### config.mk
export PLATFORM = sky130hd
export DESIGN_NAME = ftsc_cell
export DESIGN_NICKNAME = d
export VERILOG_FILES = /design/src/hw/rtl/ftsc_pkg.sv /design/src/hw/rtl/ftsc_cell.sv
export SDC_FILE = /design/constraint.sdc
export NUM_CORES = 1
export LEC_CHECK = 0
export ABC_AREA = 1
export ABC_CLOCK_PERIOD_IN_PS = 18130
export BUFFER_PORTS_ARGS = -buffer_cell sky130_fd_sc_hd__buf_2
export CORE_MARGIN = 2
export CORE_UTILIZATION = 40
export DETAILED_ROUTE_END_ITERATION = 10
export RECOVER_POWER = 100
export SLEW_MARGIN = 5
export SYNTH_ARGS = -nofsm -noshare
export SYNTH_HDL_FRONTEND = slang
export SYNTH_SLANG_ARGS = --single-unit
### constraint.sdc
create_clock -name clk -period 18.13 [get_ports clk]
set_input_delay 3.626 -clock clk [delete_from_list [all_inputs] [get_ports clk]]
set_output_delay 3.626 -clock clk [all_outputs]
set_load 0.1 [all_outputs]
### src/hw/rtl/ftsc_pkg.sv
// Package for the flow table statistics core.
// Holds sizes, codes, shared structs and saturating adders.
// No dependencies.
package ftsc_pkg;

	localparam int FLOW_SLOTS = 64;
	localparam int SLOT_W     = $clog2(FLOW_SLOTS);
	localparam int PROTO_BINS = 256;
	localparam int BIN_W      = $clog2(PROTO_BINS);
	localparam int PKT_W      = 32;
	localparam int BYTE_W     = 48;
	localparam int TS_W       = 48;
	localparam int OUT_SLOT_W = 6;

	localparam logic [1:0] ACT_INGEST  = 2'd0;
	localparam logic [1:0] ACT_ADVANCE = 2'd1;
	localparam logic [1:0] ACT_READ    = 2'd2;

	localparam logic [1:0] CONN_NEW   = 2'd0;
	localparam logic [1:0] CONN_EST   = 2'd1;
	localparam logic [1:0] CONN_CLOSE = 2'd2;

	localparam logic [7:0] PROTO_TCP = 8'd6;
	localparam logic [7:0] FLAG_SYN  = 8'h02;
	localparam logic [7:0] FLAG_ACK  = 8'h10;
	localparam logic [7:0] FLAG_FIN  = 8'h01;

	typedef enum logic [1:0] {
		S_IDLE,
		S_LOOK,
		S_UPD
	} fsm_t;

	typedef struct packed {
		logic [63:0] src_hi;
		logic [63:0] src_lo;
		logic [63:0] dst_hi;
		logic [63:0] dst_lo;
		logic [31:0] ports;
		logic [15:0] iface_proto;
	} flow_key_t;

	typedef struct packed {
		logic              look;
		logic              upd;
		logic              clr;
		logic              c2s;
		logic [7:0]        proto;
		logic [7:0]        flags;
		logic [15:0]       len;
		logic [TS_W-1:0]   ts;
	} cell_ctl_t;

	typedef struct packed {
		logic              hit;
		logic              free;
		logic              found;
		logic              newf;
		logic [SLOT_W-1:0] slot;
		logic [PKT_W-1:0]  pkts;
		logic [BYTE_W-1:0] bytes;
		logic [TS_W-1:0]   first;
		logic [1:0]        st;
	} chain_t;

	function automatic logic [PKT_W-1:0] inc_sat(input logic [PKT_W-1:0] a);
		return (&a) ? a : a + 1'b1;
	endfunction

	function automatic logic [BYTE_W-1:0] add_sat(input logic [BYTE_W-1:0] a,
		input logic [15:0] b);
		logic [BYTE_W:0] s;
		s = {1'b0, a} + {{(BYTE_W-15){1'b0}}, b};
		return s[BYTE_W] ? {BYTE_W{1'b1}} : s[BYTE_W-1:0];
	endfunction

endpackage

### src/hw/rtl/ftsc_cell.sv
// One flow table slot: key, counters and connection state.
// Hands hit/free and the selected slot's results along the chain.
// Depends on ftsc_pkg.
module ftsc_cell (
	input  logic                       clk,
	input  logic                       arst_n,
	input  ftsc_pkg::cell_ctl_t        ctl,
	input  ftsc_pkg::flow_key_t        key,
	input  logic [ftsc_pkg::SLOT_W-1:0] idx,
	input  logic                       any_hit,
	input  ftsc_pkg::chain_t           chain_in,
	output ftsc_pkg::chain_t           chain_out
);
	logic                             valid_q, match_q;
	ftsc_pkg::flow_key_t              key_q;
	logic [ftsc_pkg::PKT_W-1:0]       fwd_p_q, rev_p_q;
	logic [ftsc_pkg::BYTE_W-1:0]      fwd_b_q, rev_b_q;
	logic [ftsc_pkg::TS_W-1:0]        first_q;
	logic [1:0]                       st_q;
	logic                             sel_hit, sel_new, sel;
	logic [ftsc_pkg::PKT_W-1:0]       p_base, p_new;
	logic [ftsc_pkg::BYTE_W-1:0]      b_base, b_new;
	logic [ftsc_pkg::TS_W-1:0]        first_n;
	logic [1:0]                       st_base, st_n;

	always_comb begin
		sel_hit = match_q & ~chain_in.hit;
		sel_new = ~valid_q & ~chain_in.free & ~any_hit;
		sel     = sel_hit | sel_new;
		p_base  = sel_new ? '0 : (ctl.c2s ? fwd_p_q : rev_p_q);
		b_base  = sel_new ? '0 : (ctl.c2s ? fwd_b_q : rev_b_q);
		p_new   = ftsc_pkg::inc_sat(p_base);
		b_new   = ftsc_pkg::add_sat(b_base, ctl.len);
		first_n = sel_new ? ctl.ts : first_q;
		st_base = sel_new ? ftsc_pkg::CONN_NEW : st_q;
		st_n    = st_base;
		if (ctl.proto == ftsc_pkg::PROTO_TCP) begin
			if ((ctl.flags & ftsc_pkg::FLAG_SYN) != 8'd0)
				st_n = ftsc_pkg::CONN_NEW;
			else if ((ctl.flags & ftsc_pkg::FLAG_ACK) != 8'd0) begin
				if (st_base == ftsc_pkg::CONN_NEW)
					st_n = ftsc_pkg::CONN_EST;
			end else if ((ctl.flags & ftsc_pkg::FLAG_FIN) != 8'd0)
				st_n = ftsc_pkg::CONN_CLOSE;
		end else if (st_base == ftsc_pkg::CONN_NEW) begin
			st_n = ftsc_pkg::CONN_EST;
		end
		chain_out       = chain_in;
		chain_out.hit   = chain_in.hit | match_q;
		chain_out.free  = chain_in.free | ~valid_q;
		if (sel) begin
			chain_out.found = 1'b1;
			chain_out.newf  = sel_new;
			chain_out.slot  = idx;
			chain_out.pkts  = p_new;
			chain_out.bytes = b_new;
			chain_out.first = first_n;
			chain_out.st    = st_n;
		end
	end

	always_ff @(posedge clk or negedge arst_n) begin
		if (!arst_n) begin
			valid_q <= 1'b0;
			match_q <= 1'b0;
		end else begin
			if (ctl.look)
				match_q <= valid_q && (key_q == key);
			if (ctl.clr)
				valid_q <= 1'b0;
			else if (ctl.upd && sel_new)
				valid_q <= 1'b1;
		end
	end

	always_ff @(posedge clk) begin
		if (ctl.upd && sel) begin
			if (sel_new)
				key_q <= key;
			if (ctl.c2s) begin
				fwd_p_q <= p_new;
				fwd_b_q <= b_new;
				if (sel_new) begin
					rev_p_q <= '0;
					rev_b_q <= '0;
				end
			end else begin
				rev_p_q <= p_new;
				rev_b_q <= b_new;
				if (sel_new) begin
					fwd_p_q <= '0;
					fwd_b_q <= '0;
				end
			end
			first_q <= first_n;
			st_q    <= st_n;
		end
	end
endmodule

==> summary.txt, run 1 <==
Route
  – Post-DRT Antenna Nets: 0
  – DRC errors left: 0
  – Met2 Wirelength: 44.6 mm
  – Vias: 24.8k
  – Drt pass-1 iters: 5
  – Via density: 4.80
  – Top sig layer: met5
  – Final wirelength: 89.8 mm
  – Initial detailed-routing violation count: 1540
  – Metal3 WL: 6.19 mm
  – Average routed wire per standard cell: 17.4 µm
  – Met1 WL: 36.2 mm

Yosys
  – Yosys cell types: 39
  – Post-synth top area cell: edfxtp_1
  – Most frequent cell after synthesis: nand2_1
  – Cells after synthesis: 3505
  – Seq/Total Area, Yosys: 54.0%
  – Commonest cells in the netlist: nand2_1, edfxtp_1, inv_1
  – Ys async rst share: 0.388%
  – Number of flops mapped to enable cells by yosys: 514
  – Post-synth net total: 4060
  – Synth area leaders: edfxtp_1, nand2_1, inv_1
  – Mean Syn Cell Area: 8.18 µm²
  – Synth top area share: 53.9%
  – Synth Cell Area: 28700 µm²
  – Yosys warning total: 0
  – FF+latch count, synth: 516
  – Top_reg_cell synth: edfxtp_1

Clock tree
  – Postcts setup bufs: 0
  – # resized after CTS: 0
  – CTS H-tree lvls: 2
  – Number of hold buffers added after cts: 0
  – Num CTS Buffers: 57
  – Worst skew pair latency: 0.64 ns
  – Clock sink count: 516
  – Clock Tree Root: clkbuf_16
  – CTS tree: built
  – Bufs on Longest Clock Path: 3
  – Clk pin slew, worst setup/hold paths: 0.06 ns

Floorplan
  – Num ports: 677
  – Die W: 272 µm
  – FP Rows: 98
  – Area of the core: 71200 µm²
  – DIE AREA: 73800 µm²
  – Die Ht: 272 µm
  – Starting Density: 40.2%

Timing
  – Final worst path period need: 14.74 ns
  – Final Skew: 0.0288 ns
  – Max_slew headroom: -205%
  – Fmax: 0.0678 GHz
  – Slew @ Worst Pin: 4.57 ns
  – Slew Limit Fails: 508
  – Final period utilization: 81.3%
  – Endpoints failing setup: 0
  – RSZ-0062 raised after global routing: no
  – Hold Violations, Final: 0
  – Setup TNS Final: 0 ns

Power
  – Sequential share of power: 44.1%
  – Proportion of power drawn by combinational gates: 18.9%
  – P_int: 2.15 mW
  – Switch Pwr: 0.954 mW
  – VDD IR-drop max: 71.2 µV
  – Pleak: 15.6 nW
  – Switch share: 30.7%
  – Clk pwr share: 37.0%
  – Cell Pwr Density: 90.6 nW/µm²

Global route
  – Global-route wire length before repair: 135 mm
  – Largest net degree at the start of global routing: 182
  – Vias in the first global route: 23.8k
  – Total global-route track usage: 23.6%
  – Initial antenna violation count: 45
  – Grt total ovfl: 0

Hold path
  – Hold path cells: 2
  – Hold_sp: match_q
  – WHS Endpoint: match_q
  – HP Class: reg -> reg

Place
  – HPWL after DPL: 69.0 mm
  – Post-DP Area: 32900 µm²
  – Placer Congestion: 0.922
  – Buffers added on ports: 671

Cells and area
  – Area grow syn2layout: 19.5%
  – Proportion of layout cells with a drive suffix above 1: 11.2%
  – Final net count: 4712
  – Final instance area: 34200 µm²

Outcome
  – Failing checks: capacitance limit, slew limit
  – Status: complete, but fails checks

Setup path
  – Critical R2R Capture: fwd_p_q[8]
  – Crit Path Category: in -> out
  – CP Max Fanout: 73
  – Nature of the critical path endpoint: primary output
  – Reg2reg path depth: 8
  – WP data arrival: 11.11 ns
  – Reg2Reg Setup Slack: 6.62 ns
  – FF-to-FF Start: valid_q
  – Critical path required time: 14.50 ns
  – CP Launch Type: input port

Run
  – Maxcap violations: 10
## cells in the final DEF (no fill, tap or decap), drive strengths merged
master / count
xnor2: 62
o21ai: 134
ha: 17
a31oi: 55
a41oi: 1
bufinv: 5
edfxtp: 514
dfrtp: 2
buf: 355
nor2: 444
nand3b: 11
o21bai: 1
a22oi: 16
nand3: 165
diode: 22
or2: 15
nand4: 42
fa: 1
xor2: 50
o22ai: 50
a22o: 1
a21oi: 11
nand2: 1314
and2: 4
clkinv: 25
clkbuf: 402
clkinvlp: 1
inv: 472
nor3: 31
## how the worst max path moves through the flow
| stage | start | to | slack, ns | cells past startpoint |
|---|---|---|---|---|
| after floorplan | any_hit | key_q[0] | 4.95 | 9 |
| final | any_hit | chain_out[66] | 3.39 | 22 |
| after CTS | any_hit | chain_out[76] | 5.83 | 22 |
| after global placement | any_hit | chain_out[76] | 5.88 | 22 |
| after detailed placement | any_hit | chain_out[76] | 5.85 | 22 |
| after global routing | any_hit | chain_out[104] | 2.75 | 16 |
## metal layers
metal | up-vias | global-route usage [%]
li1 | 12600 | -
met1 | 11300 | 28.3
met2 | 701 | 42.6
met4 | 24 | 6.64
met3 | 165 | 5.06
met5 | - | 0
## cells by family (layout without fill, tap and decap cells)
kind of cell / after synthesis / after routing / synth area share [%]
and+or+nand+nor: 2026 / 2026 / 28.5
buffers and inverters: 564 / 1260 / 7.86
DFF: 516 / 516 / 54.0
AOI/OAI and AO/OA: 269 / 269 / 5.34
xor gates and xnor gates: 112 / 112 / 3.42
adders and majority gates: 18 / 18 / 0.812
other: 0 / 22 / 0
## state kept, by name (all words and copies together) (netlist names)
name / flops
first_q: 48
fwd_b_q: 48
fwd_p_q: 32
key_q: 304
match_q: 1
rev_b_q: 48
rev_p_q: 32
st_q: 2
valid_q: 1
## per-stage QoR
| step | setup slack [ns] | utilization (%) | hold WS [ns] | std cells | power [mW] |
|---|---|---|---|---|---|
| final | 3.39 | 48.1 | 0.510 | 5173 | 3.10 |
| after global routing | 2.75 | 48.0 | 0.547 | 5164 | 3.22 |
| after CTS | 5.83 | 48.8 | 0.549 | 5151 | 3.14 |
| after detailed placement | 5.85 | 46.2 | 0.534 | 5048 | 1.99 |
| after global placement | 5.88 | 46.2 | 0.518 | 5048 | 1.98 |
| after floorplan | 4.95 | - | 0.462 | 3505 | 1.82 |
## power groups by stage
stage                     combinational (mW)  clock, mW  sequential (mW)
after floorplan                        0.428          0             1.40
after global placement                 0.595          0             1.39
after detailed placement               0.600          0             1.39
after CTS                              0.602       1.18             1.37
after global routing                   0.636       1.22             1.37
final                                  0.587       1.15             1.37
## layout make-up
type / instances / area (µm²)
antenna: 22 / 55.1
clock buffer: 70 / 1500
timing repair buffer: 687 / 3070
multi-input combinational: 2425 / 10800
sequential: 516 / 15500
clock inverter: 33 / 338
fill: 7259 / 37000
tap: 950 / 1190
inverter: 470 / 1770
## worst max-delay path, cell delays in order
cell	delay (ns)
clkbuf_1	0.13
nor2_1	0.07
nand2_1	1.77
inv_1	0.50
nor2_1	0.75
clkbuf_1	0.47
a22oi_1	0.17
inv_1	0.10
ha_1	0.23
nand2_1	0.12
inv_1	0.09
nand2_1	0.11
nor3_1	0.14
nand2_1	0.09
nand2_1	0.18
nand2_1	0.21
inv_1	0.15
nand3_1	0.40
clkinv_2	0.55
o21ai_0	0.20
nand2_1	0.15
clkbuf_1	0.88
Note: power is estimated with default switching activity, not from simulation.
==> run 2: changes to the inputs <==
--- a/config.mk
+++ b/config.mk
@@ -6,7 +6,7 @@
 export NUM_CORES = 1
 export LEC_CHECK = 0
 export ABC_AREA = 1
-export ABC_CLOCK_PERIOD_IN_PS = 18130
+export ABC_CLOCK_PERIOD_IN_PS = 15400
 export BUFFER_PORTS_ARGS = -buffer_cell sky130_fd_sc_hd__buf_2
 export CORE_MARGIN = 2
 export CORE_UTILIZATION = 40
==> constraint.sdc (replaced) <==
create_clock -name clk -period 15.4 [get_ports clk]
set_input_delay 3.08 -clock clk [delete_from_list [all_inputs] [get_ports clk]]
set_output_delay 3.08 -clock clk [all_outputs]
set_load 0.1 [all_outputs]
==> summary.txt, run 2 (synthesized netlist as in run 1, its figures left out) <==
Clock tree
  – Number of hold buffers added after cts: 0
  – Bufs on Longest Clock Path: 3
  – CTS tree: built
  – CTS H-tree lvls: 2
  – Clk pin slew, worst setup/hold paths: 0.06 ns
  – Clock Tree Root: clkbuf_16
  – Worst skew pair latency: 0.64 ns
  – Clock sink count: 516
  – # resized after CTS: 0
  – Num CTS Buffers: 57
  – Postcts setup bufs: 0

Run
  – Maxcap violations: 8

Power
  – P_int: 2.48 mW
  – Cell Pwr Density: 105 nW/µm²
  – Sequential share of power: 44.8%
  – Switch share: 31.1%
  – Proportion of power drawn by combinational gates: 19.1%
  – Total power: 3.60 mW
  – Pleak: 15.5 nW
  – Clk pwr share: 36.1%
  – VDD IR-drop max: 97.8 µV
  – Switch Pwr: 1.12 mW

Setup path
  – Reg2reg path depth: 6
  – CP Launch Type: input port
  – WP data arrival: 9.80 ns
  – Reg2Reg Setup Slack: 4.94 ns
  – Critical path required time: 12.32 ns
  – Critical R2R Capture: key_q[212]
  – FF-to-FF Start: valid_q
  – Nature of the critical path endpoint: primary output
  – Crit Path Category: in -> out
  – CP Max Fanout: 71

Route
  – Final wirelength: 89.7 mm
  – Post-DRT Antenna Nets: 0
  – Via density: 4.78
  – Average routed wire per standard cell: 17.3 µm
  – Vias: 24.7k
  – Drt pass-1 iters: 5
  – Initial detailed-routing violation count: 1592
  – DRC errors left: 0

Timing
  – RSZ-0062 raised after global routing: no
  – Setup TNS Final: 0 ns
  – Hold Violations, Final: 0
  – Endpoints failing setup: 0
  – Final period utilization: 83.6%
  – Final worst path period need: 12.88 ns
  – Slew @ Worst Pin: 4.55 ns
  – Max_slew headroom: -203%
  – Hold Slack: 0.512 ns
  – Fmax: 0.0777 GHz
  – Final Skew: 0.0392 ns
  – Slew Limit Fails: 549

Global route
  – Grt total ovfl: 0
  – Total global-route track usage: 23.6%
  – Initial antenna violation count: 44
  – Largest net degree at the start of global routing: 178
  – Global-route wire length before repair: 134 mm
  – Vias in the first global route: 23.5k

Cells and area
  – Commonest non-fill, non-tap cell in the layout: nand2_1
  – Final net count: 4715
  – Area grow syn2layout: 19.2%
  – Most frequent cells in the layout: nand2_1, edfxtp_1, inv_1
  – Proportion of layout cells with a drive suffix above 1: 10.9%
  – Register area: 15500 µm²
  – # fillers: 7289
  – Top reg by flops: key_q
  – Multi-input gate area: 10800 µm²
  – Max reg flops: 304

Hold path
  – HP Class: reg -> reg
  – WHS Endpoint: match_q
  – Hold path cells: 2
  – Hold_sp: match_q

Outcome
  – Status: complete, but fails checks
  – Failing checks: capacitance limit, slew limit

Place
  – HPWL after DPL: 69.5 mm
  – Placer Congestion: 0.929
  – Buffers added on ports: 671

Floorplan
  – Num ports: 677
  – Area of the core: 71200 µm²
  – Die W: 272 µm
  – DIE AREA: 73800 µm²
  – Starting Density: 40.2%
  – FP Rows: 98
  – Die Ht: 272 µm
==> run 2: cell types whose count changed in the layout (fill, tap and decap cells not counted), sizes merged <==
| cell | change |
|---|---|
| bufinv | -3 |
| clkinv | +4 |
| buf | -15 |
| clkinvlp | +1 |
| diode | -5 |
| clkbuf | +21 |
==> run 2: area by class of cell <==
type	count	area share [%]
clock inverters	35	0.821
well taps	950	3.48
multi-input cells	2425	31.8
repair buffers	690	8.92
inverters	470	5.19
flip-flops and latches	516	45.3
clock buffers	73	4.35
diodes	17	0.125
==> run 2: per-stage QoR <==
stage / instance area (µm²) / std cells / setup slack [ns] / utilization [%]
final: 34100 / 5176 / 2.52 / 47.9
after global routing: 34100 / 5170 / 2.01 / 47.9
after CTS: 34700 / 5159 / 4.35 / 48.7
after detailed placement: 32900 / 5051 / 4.36 / 46.2
after global placement: 32900 / 5051 / 4.41 / 46.2
after floorplan: 28700 / 3505 / 2.77 / -
==> run 2: worst max-delay path by stage <==
stage	endpoint	startpoint	cells after the start	slack [ns]
final	chain_out[126]	any_hit	16	2.52
after global routing	chain_out[112]	any_hit	16	2.01
after CTS	chain_out[76]	any_hit	22	4.35
after detailed placement	chain_out[76]	any_hit	22	4.36
after global placement	chain_out[76]	any_hit	22	4.41
after floorplan	key_q[0]	any_hit	9	2.77
==> run 2: routing by layer <==
layer / up-vias / part of all wire (%) / GRT usage (%)
met5: - / 0.23 / 0
met4: 30 / 2.6 / 6.16
met2: 762 / 50 / 42.8
li1: 12600 / - / -
met3: 163 / 7.0 / 5.74
met1: 11100 / 40 / 27.8
==> run 2: power groups by stage <==
stage	Clock [mW]	Combinational (mW)	Sequential (mW)
final	1.30	0.688	1.61
after global placement	0	0.701	1.64
after CTS	1.33	0.708	1.61
after floorplan	0	0.504	1.64
after detailed placement	0	0.706	1.64
after global routing	1.38	0.748	1.62
==> run 2: worst max-delay path: stages <==
cell and delay (ns):
clkbuf_1 0.13, nor2_1 0.07, nand2_1 1.74, buf_4 0.68
nand2_1 0.13, inv_1 0.24, ha_1 0.27, inv_1 0.10
nor3_4 0.34, nand3_2 0.18, nor2_1 0.38, nand2_1 0.76
nand3_1 0.47, nand2_1 0.17, nand2_1 0.10, clkbuf_1 0.87
==> run 3: changes to the inputs <==
--- a/config.mk
+++ b/config.mk
@@ -6,7 +6,7 @@
 export NUM_CORES = 1
 export LEC_CHECK = 0
 export ABC_AREA = 1
-export ABC_CLOCK_PERIOD_IN_PS = 15400
+export ABC_CLOCK_PERIOD_IN_PS = 10300
 export BUFFER_PORTS_ARGS = -buffer_cell sky130_fd_sc_hd__buf_2
 export CORE_MARGIN = 2
 export CORE_UTILIZATION = 40
==> constraint.sdc (replaced) <==
create_clock -name clk -period 10.3 [get_ports clk]
set_input_delay 2.06 -clock clk [delete_from_list [all_inputs] [get_ports clk]]
set_output_delay 2.06 -clock clk [all_outputs]
set_load 0.1 [all_outputs]
==> summary.txt, run 3 (synthesized netlist as in run 1, its figures left out) <==
Outcome
  – Status: complete, but fails checks
  – Failing checks: capacitance limit, slew limit

Timing
  – Final worst path period need: 9.44 ns
  – Max_slew headroom: -183%
  – Final period utilization: 91.7%
  – Slew Limit Fails: 611
  – RSZ-0062 raised after global routing: no
  – Fmax: 0.106 GHz
  – Setup TNS Final: 0 ns
  – Final worst slack: 0.856 ns
  – Hold Violations, Final: 0
  – Endpoints failing setup: 0
  – Final Skew: 0.0431 ns
  – Slew @ Worst Pin: 4.24 ns

Global route
  – Total global-route track usage: 23.7%
  – Global-route wire length before repair: 135 mm
  – Initial antenna violation count: 48
  – Grt total ovfl: 0
  – Vias in the first global route: 23.8k
  – Largest net degree at the start of global routing: 161

Place
  – Place WS: 1.33 ns
  – Placed cell count: 5051
  – Placer Congestion: 0.938
  – Post-DP Area: 32900 µm²
  – Buffers added on ports: 671
  – HPWL after DPL: 69.3 mm

Setup path
  – FF-to-FF Start: valid_q
  – Reg2Reg Setup Slack: 2.35 ns
  – CP Max Fanout: 81
  – CP Launch Type: input port
  – WP data arrival: 7.38 ns
  – Crit Path Category: in -> out
  – Critical path required time: 8.24 ns
  – Critical R2R Capture: key_q[114]
  – Nature of the critical path endpoint: primary output
  – Reg2reg path depth: 5

Hold path
  – Hold path cells: 2
  – HP Class: reg -> reg
  – Hold_sp: match_q
  – WHS Endpoint: match_q

Route
  – Post-DRT Antenna Nets: 0
  – Via density: 4.85
  – Drt pass-1 iters: 9
  – Final wirelength: 90.7 mm
  – Initial detailed-routing violation count: 1770
  – DRC errors left: 0
  – Vias: 25.1k
  – Average routed wire per standard cell: 17.5 µm

Cells and area
  – Final instance area: 34100 µm²
  – Max reg flops: 304
  – Final net count: 4715
  – Most frequent cells in the layout: nand2_1, edfxtp_1, inv_1
  – Register area: 15500 µm²
  – Multi-input gate area: 10900 µm²
  – Top reg by flops: key_q
  – Non-filler cells, final: 5174
  – Commonest non-fill, non-tap cell in the layout: nand2_1
  – Area grow syn2layout: 19.0%
  – # fillers: 7279
  – Proportion of layout cells with a drive suffix above 1: 10.1%

Floorplan
  – Starting Density: 40.2%
  – Area of the core: 71200 µm²
  – Die Ht: 272 µm
  – Num ports: 677
  – DIE AREA: 73800 µm²
  – FP Rows: 98
  – Die W: 272 µm

Clock tree
  – Postcts setup bufs: 0
  – Clk pin slew, worst setup/hold paths: 0.06 ns
  – Bufs on Longest Clock Path: 3
  – Number of hold buffers added after cts: 0
  – Clock Tree Root: clkbuf_16
  – CTS tree: built
  – Num CTS Buffers: 57
  – CTS H-tree lvls: 2
  – Clock sink count: 516
  – # resized after CTS: 0
  – Worst skew pair latency: 0.65 ns

Power
  – VDD IR-drop max: 136 µV
  – Cell Pwr Density: 158 nW/µm²
  – Pleak: 15.4 nW

Run
  – Maxcap violations: 9
[run 3: cell types whose count changed in the layout (fill, tap and decap cells not counted), sizes merged]
cell | previous run | this run
buf | 340 | 309
diode | 17 | 19
clkbuf | 423 | 457
clkinv | 29 | 25
inv | 472 | 469
[run 3: final cells by class]
cell class / instances / share of cell area [%]
sequential: 516 / 45.4
multi-input combinational: 2425 / 31.8
timing repair buffer: 690 / 8.83
inverter: 470 / 5.20
clock buffer: 76 / 4.39
tap: 950 / 3.48
clock inverter: 28 / 0.737
antenna: 19 / 0.139
[run 3: worst max path at each step]
stage                       start            end
after detailed placement  any_hit  chain_out[70]
after global routing      any_hit  chain_out[76]
after floorplan           ctl[80]     fwd_b_q[0]
after CTS                 any_hit  chain_out[76]
after global placement    any_hit  chain_out[76]
final                     any_hit  chain_out[70]
[run 3: worst max-delay path, cell delays in order]
cell      delay, ns
clkbuf_1       0.11
nor2_1         0.29
nand2_8        0.34
inv_1          0.21
nor2_1         0.06
buf_4          0.23
a22oi_1        0.18
inv_1          0.06
ha_1           0.35
nand2_1        0.11
a21oi_1        0.30
nand2_1        0.09
nand2_1        0.12
nand2_1        0.07
nand2_1        0.17
nand2_1        0.19
nor2_1         0.19
nand2_1        0.59
nand3_1        0.36
nand2_1        0.16
nand2_1        0.20
clkbuf_1       0.88
[run 3: metal layers]
metal	up-vias	GRT usage [%]	wire length (µm)
met5	-	0	317
met4	48	7.23	2520
met3	189	6.14	6700
met2	764	42.8	45700
met1	11400	27.4	35500
li1	12600	-	-
[run 3: where the power goes]
| group | total [mW] | switching [mW] | internal (mW) |
|---|---|---|---|
| sequential | 2.41 | 0.0170 | 2.39 |
| clock | 1.95 | 0.875 | 1.07 |
| combinational | 1.03 | 0.797 | 0.230 |
[run 3: stage by stage]
step | utilization [%] | power [mW] | hold WS, ns
after floorplan | - | 3.21 | 0.462
after global placement | 46.2 | 3.49 | 0.511
after detailed placement | 46.2 | 3.50 | 0.525
after CTS | 48.7 | 5.46 | 0.539
after global routing | 47.9 | 5.60 | 0.544
final | 47.9 | 5.39 | 0.525
